<file path="src/bcsd_div.sv">
`timescale 1ns / 1ps
`default_nettype none
// ----------------------------------------------------------------------------
// Balance controller divider
// Unsigned restoring divider that retires two quotient bits per cycle.
// done pulses for one cycle once the quotient is valid.
// ----------------------------------------------------------------------------
module bcsd_div #(
   parameter int DVD_W = 28,
   parameter int DVS_W = 16
) (
   input  wire logic             clock,
   input  wire logic             reset,
   input  wire logic             start,
   input  wire logic [DVD_W-1:0] dividend,
   input  wire logic [DVS_W-1:0] divisor,
   output logic                  done,
   output logic [DVD_W-1:0]      quotient
);

   localparam int STEPS = DVD_W / 2;
   localparam int CNT_W = (STEPS > 1) ? $clog2(STEPS) : 1;

   logic             busy_ff, busy_in;
   logic             done_ff, done_in;
   logic [CNT_W-1:0] cnt_ff, cnt_in;
   logic [DVS_W-1:0] rem_ff, rem_in;
   logic [DVS_W-1:0] dvs_ff, dvs_in;
   logic [DVD_W-1:0] quo_ff, quo_in;

   always_comb begin
      logic [DVS_W:0]   trial;
      logic [DVS_W:0]   rem;
      logic [DVD_W-1:0] quo;
      busy_in = busy_ff;
      done_in = 1'b0;
      cnt_in  = cnt_ff;
      rem_in  = rem_ff;
      dvs_in  = dvs_ff;
      quo_in  = quo_ff;
      rem     = {1'b0, rem_ff};
      quo     = quo_ff;
      for (int i = 0; i < 2; i++) begin
         trial = {rem[DVS_W-1:0], quo[DVD_W-1]};
         quo   = {quo[DVD_W-2:0], 1'b0};
         if (trial >= {1'b0, dvs_ff}) begin
            rem    = trial - {1'b0, dvs_ff};
            quo[0] = 1'b1;
         end else begin
            rem = trial;
         end
      end
      if (start) begin
         busy_in = 1'b1;
         cnt_in  = CNT_W'(STEPS - 1);
         rem_in  = '0;
         dvs_in  = divisor;
         quo_in  = dividend;
      end else if (busy_ff) begin
         rem_in = rem[DVS_W-1:0];
         quo_in = quo;
         cnt_in = cnt_ff - 1'b1;
         if (cnt_ff == '0) begin
            busy_in = 1'b0;
            done_in = 1'b1;
         end
      end
   end

   always_ff @(posedge clock) begin
      if (reset) begin
         busy_ff <= 1'b0;
         done_ff <= 1'b0;
      end else begin
         busy_ff <= busy_in;
         done_ff <= done_in;
      end
   end

   always_ff @(posedge clock) begin
      cnt_ff <= cnt_in;
      rem_ff <= rem_in;
      dvs_ff <= dvs_in;
      quo_ff <= quo_in;
   end

   assign done     = done_ff;
   assign quotient = quo_ff;

endmodule
`default_nettype wire

</file>
<file path="config.mk">
export PLATFORM = sky130hd
export DESIGN_NAME = bcsd_div
export DESIGN_NICKNAME = d
export VERILOG_FILES = /design/src/bcsd_div.sv
export SDC_FILE = /design/constraint.sdc
export NUM_CORES = 1
export LEC_CHECK = 0
export BUFFER_PORTS_ARGS = -buffer_cell sky130_fd_sc_hd__buf_2
export CAP_MARGIN = 5
export CELL_PAD_IN_SITES_DETAIL_PLACEMENT = 0
export CELL_PAD_IN_SITES_GLOBAL_PLACEMENT = 1
export CORE_ASPECT_RATIO = 2
export CORE_MARGIN = 3
export CORE_UTILIZATION = 47
export CTS_CLUSTER_SIZE = 10
export DETAILED_ROUTE_END_ITERATION = 7
export PLACE_DENSITY = 0.93
export RECOVER_POWER = 50
export SYNTH_ARGS = -nofsm -noshare
export SYNTH_HDL_FRONTEND = slang
export SYNTH_SLANG_ARGS = --single-unit
</file>
<file path="constraint.sdc">
create_clock -name clock -period 10.4 [get_ports clock]
set_input_delay 1.04 -clock clock [delete_from_list [all_inputs] [get_ports clock]]
set_output_delay 1.04 -clock clock [all_outputs]
set_load 0.01 [all_outputs]
</file>
==> flow_metrics.tcl <==
set metrics [dict create \
    outcome "complete, but fails checks" \
    violations "max-capacitance violations, max-slew violations" \
    diodes 0 \
    stdcell_count 611 \
    grt_pass1_wl_um 18100 \
    place_area_mm2 0.00484 \
    final_common_cell "buf_2" \
    start_util_pct 48.4 \
    clockBufferDepth 2 \
    synth_area_leaders "edfxtp_1 30%, dfxtp_1 10%, mux2_2 9.5%" \
    h-tree-depth 3 \
    min-delay-start "cnt_ff[1]" \
    multiInputGateArea_mm2 0.00244 \
    synth_edf_count 44 \
    insertion_delay_ps 330 \
    cts_tree "yes" \
    final_cell_area_mm2 0.00509 \
    num_rows 49 \
    fin_tns_setup_ps 0 \
    finalHoldViolations 0 \
    ys_seq_area_share_pct 40.1 \
    yosysTopAreaCell "edfxtp_1" \
    postCtsHoldBufs 0 \
    portBuffers 75 \
    grt_pass1_vias 3928 \
    worstHoldEndpoint "cnt_ff[1]" \
    io_pins 76 \
    synth_area_mm2 0.00439 \
    drc 0 \
    cts-buffers-inserted 9 \
    antenna_left 0 \
    placed_cells 595 \
    ir_drop_v 0.000147 \
    post_cts_buffers 0 \
    worstSetupPathType "flop to flop" \
    final_cell_mix "45 x buf_2, 44 x edfxtp_1, 37 x mux2_2" \
    synth_fp_nets 513 \
    fin_util_pct 56.1 \
    die_area_mm2 0.0106 \
    finalCritPeriodShare_pct 53.6 \
    fillCellCount 823 \
    synth_top_area_share_pct 30.1 \
    vias_per_cell 6.06 \
    clockRootBuffer "clkbuf_16" \
    grt_remaining_overflow 0 \
    worstSetupEndpointType "flop" \
    startpoint_type "flop" \
    worstReg2RegStart "dvs_ff[1]" \
    clk_pin_slew_worst_paths_ps 50 \
    dieHeight_um 143 \
    wire_per_inst_um 18.4 \
    synthArstFlopShare_pct 0 \
    post_cts_resized 0 \
    drive_gt1_share_pct 21.8 \
    dp_hpwl_um 8520 \
    grt_max_degree 70 \
    antenna_found_initial 0 \
    period_needed_ps 5570 \
    maxSlewViolCount 70 \
    r2r_cells 17 \
    seq_area_mm2 0.00176 \
    synth_ff_type "edfxtp_1" \
    setup_viol 0 \
    p_leak_uw 0.00214 \
    area_delta_synth_final_pct 15.8 \
    ys_types 55 \
    worstMarginPinSlew_ps 3390 \
    yosysWarningCount 0 \
    wl_um 11200 \
    final_nets 586 \
    cts_sinks 66 \
    rsz0062_at_grt "no" \
    relSlewSlack_pct -126 \
    max_freq_mhz 179 \
    pre_cts_ws_ps 4990 \
    min_path_type "flop to flop" \
    critPathRequiredTime_ps 10620 \
    r2r_slack_ps 4830 \
    drv_cap 1 \
    place_congestion 0.952 \
    synth-seq-cells 66 \
    die_width_um 74.4 \
    core_mm2 0.00907 \
    first_pass_iters 5 \
    power.density_mw_per_mm2 258 \
    crit_arrival_ps 5790 \
    track_usage_pct 22.3 \
    whs_path_depth 2 \
    syn_area_per_cell_um2 10.2 \
    vias 3702 \
    finalClockSkew_ps 6.69 \
    path_max_fanout 18 \
    reg2reg_to "rem_ff[1]" \
    netlist_instances 431 \
    first_iter_violations 211 \
    timing.final.ws_setup_ps 4830 \
]
## cells by family after synthesis
logic type               synth area share [%]
AND/OR/NAND/NOR                          12.6
AO/OA/AOI/OAI                            17.5
flip-flops                               40.1
buffers and inverters                    4.33
multiplexers                             10.4
adder cells (fa/ha/maj)                  10.3
XOR/XNOR                                 4.78
## worst max path at each step
stage	cells past startpoint	end	startpoint	slack (ps)
floorplan	18	rem_ff[14]	dvs_ff[4]	6020
global placement	18	quotient[0]	dvs_ff[1]	5140
detailed placement	17	rem_ff[5]	dvs_ff[1]	4990
CTS	17	rem_ff[5]	dvs_ff[1]	4950
global route	17	rem_ff[5]	dvs_ff[1]	4510
finish	17	rem_ff[1]	dvs_ff[1]	4830
## metal layers
metal | up-vias | GRT usage, % | wire length, µm
met5 | - | 0 | 0
met4 | 0 | 15.0 | 624
met3 | 46 | 4.30 | 574
met2 | 168 | 40.1 | 6140
met1 | 1722 | 22.1 | 3870
li1 | 1766 | - | -
## synth_stat cells, drive strengths merged (2+ instances only)
master    n
clkbuf   11
o21bai    6
edfxtp   44
nand3    13
nand2b    6
nor2b     3
nand4     7
o31a      5
or3b      2
nand2    14
nor3      9
o21ai    17
o21a      8
xnor2    13
fa        2
a311oi    6
a2111oi   4
a221oi    2
o31ai     2
xor2     11
dfxtp    22
a21oi    26
and3      6
a211oi    9
mux2     37
or2       4
a21o     10
ha       33
nor2     36
or3       3
buf       4
a31oi     3
nor4      5
mux2i     4
inv      31
o41ai     2
## power by group
| part | switching (µW) | internal (µW) | total [µW] | leakage, µW |
|---|---|---|---|---|
| Sequential | 26.5 | 322 | 348 | 0.000620 |
| Clock | 108 | 184 | 292 | 0.000136 |
| Combinational | 398 | 273 | 672 | 0.00139 |
## critical path, stage by stage (launching register included)
cell and delay, ps:
edfxtp_1 320, inv_1 110, ha_1 320, nor2b_1 190
o31a_1 220, o21ai_2 140, o21ba_2 250, o21ai_2 760
mux2_2 430, ha_1 350, o21ai_0 190, a21oi_1 80
o31ai_1 330, a21oi_1 170, nand2b_1 240, a221oi_4 700
a211oi_1 180, a311o_1 470
## state kept, by name, indices dropped and copies added, names as in the netlist
signal / cells
rem_ff: 16
done: 1
busy_ff: 1
quotient: 28
cnt_ff: 4
dvs_ff: 16
## metrics by stage
stage,hold WS (ps),total power (µW)
5_1_grt,533,1390
2_1_floorplan,469,859
3_5_place_dp,490,1000
6_report,496,1310
4_1_cts,494,1310
3_3_place_gp,483,996
## area by class of cell
class / instances / area share (%)
clock buffers: 10 / 4.50
multi-input cells: 318 / 48.0
flip-flops and latches: 66 / 34.6
clock inverters: 6 / 1.16
inverters: 32 / 2.36
well taps: 102 / 2.51
repair buffers: 77 / 6.86
Note: power is estimated with default switching activity, not from simulation.
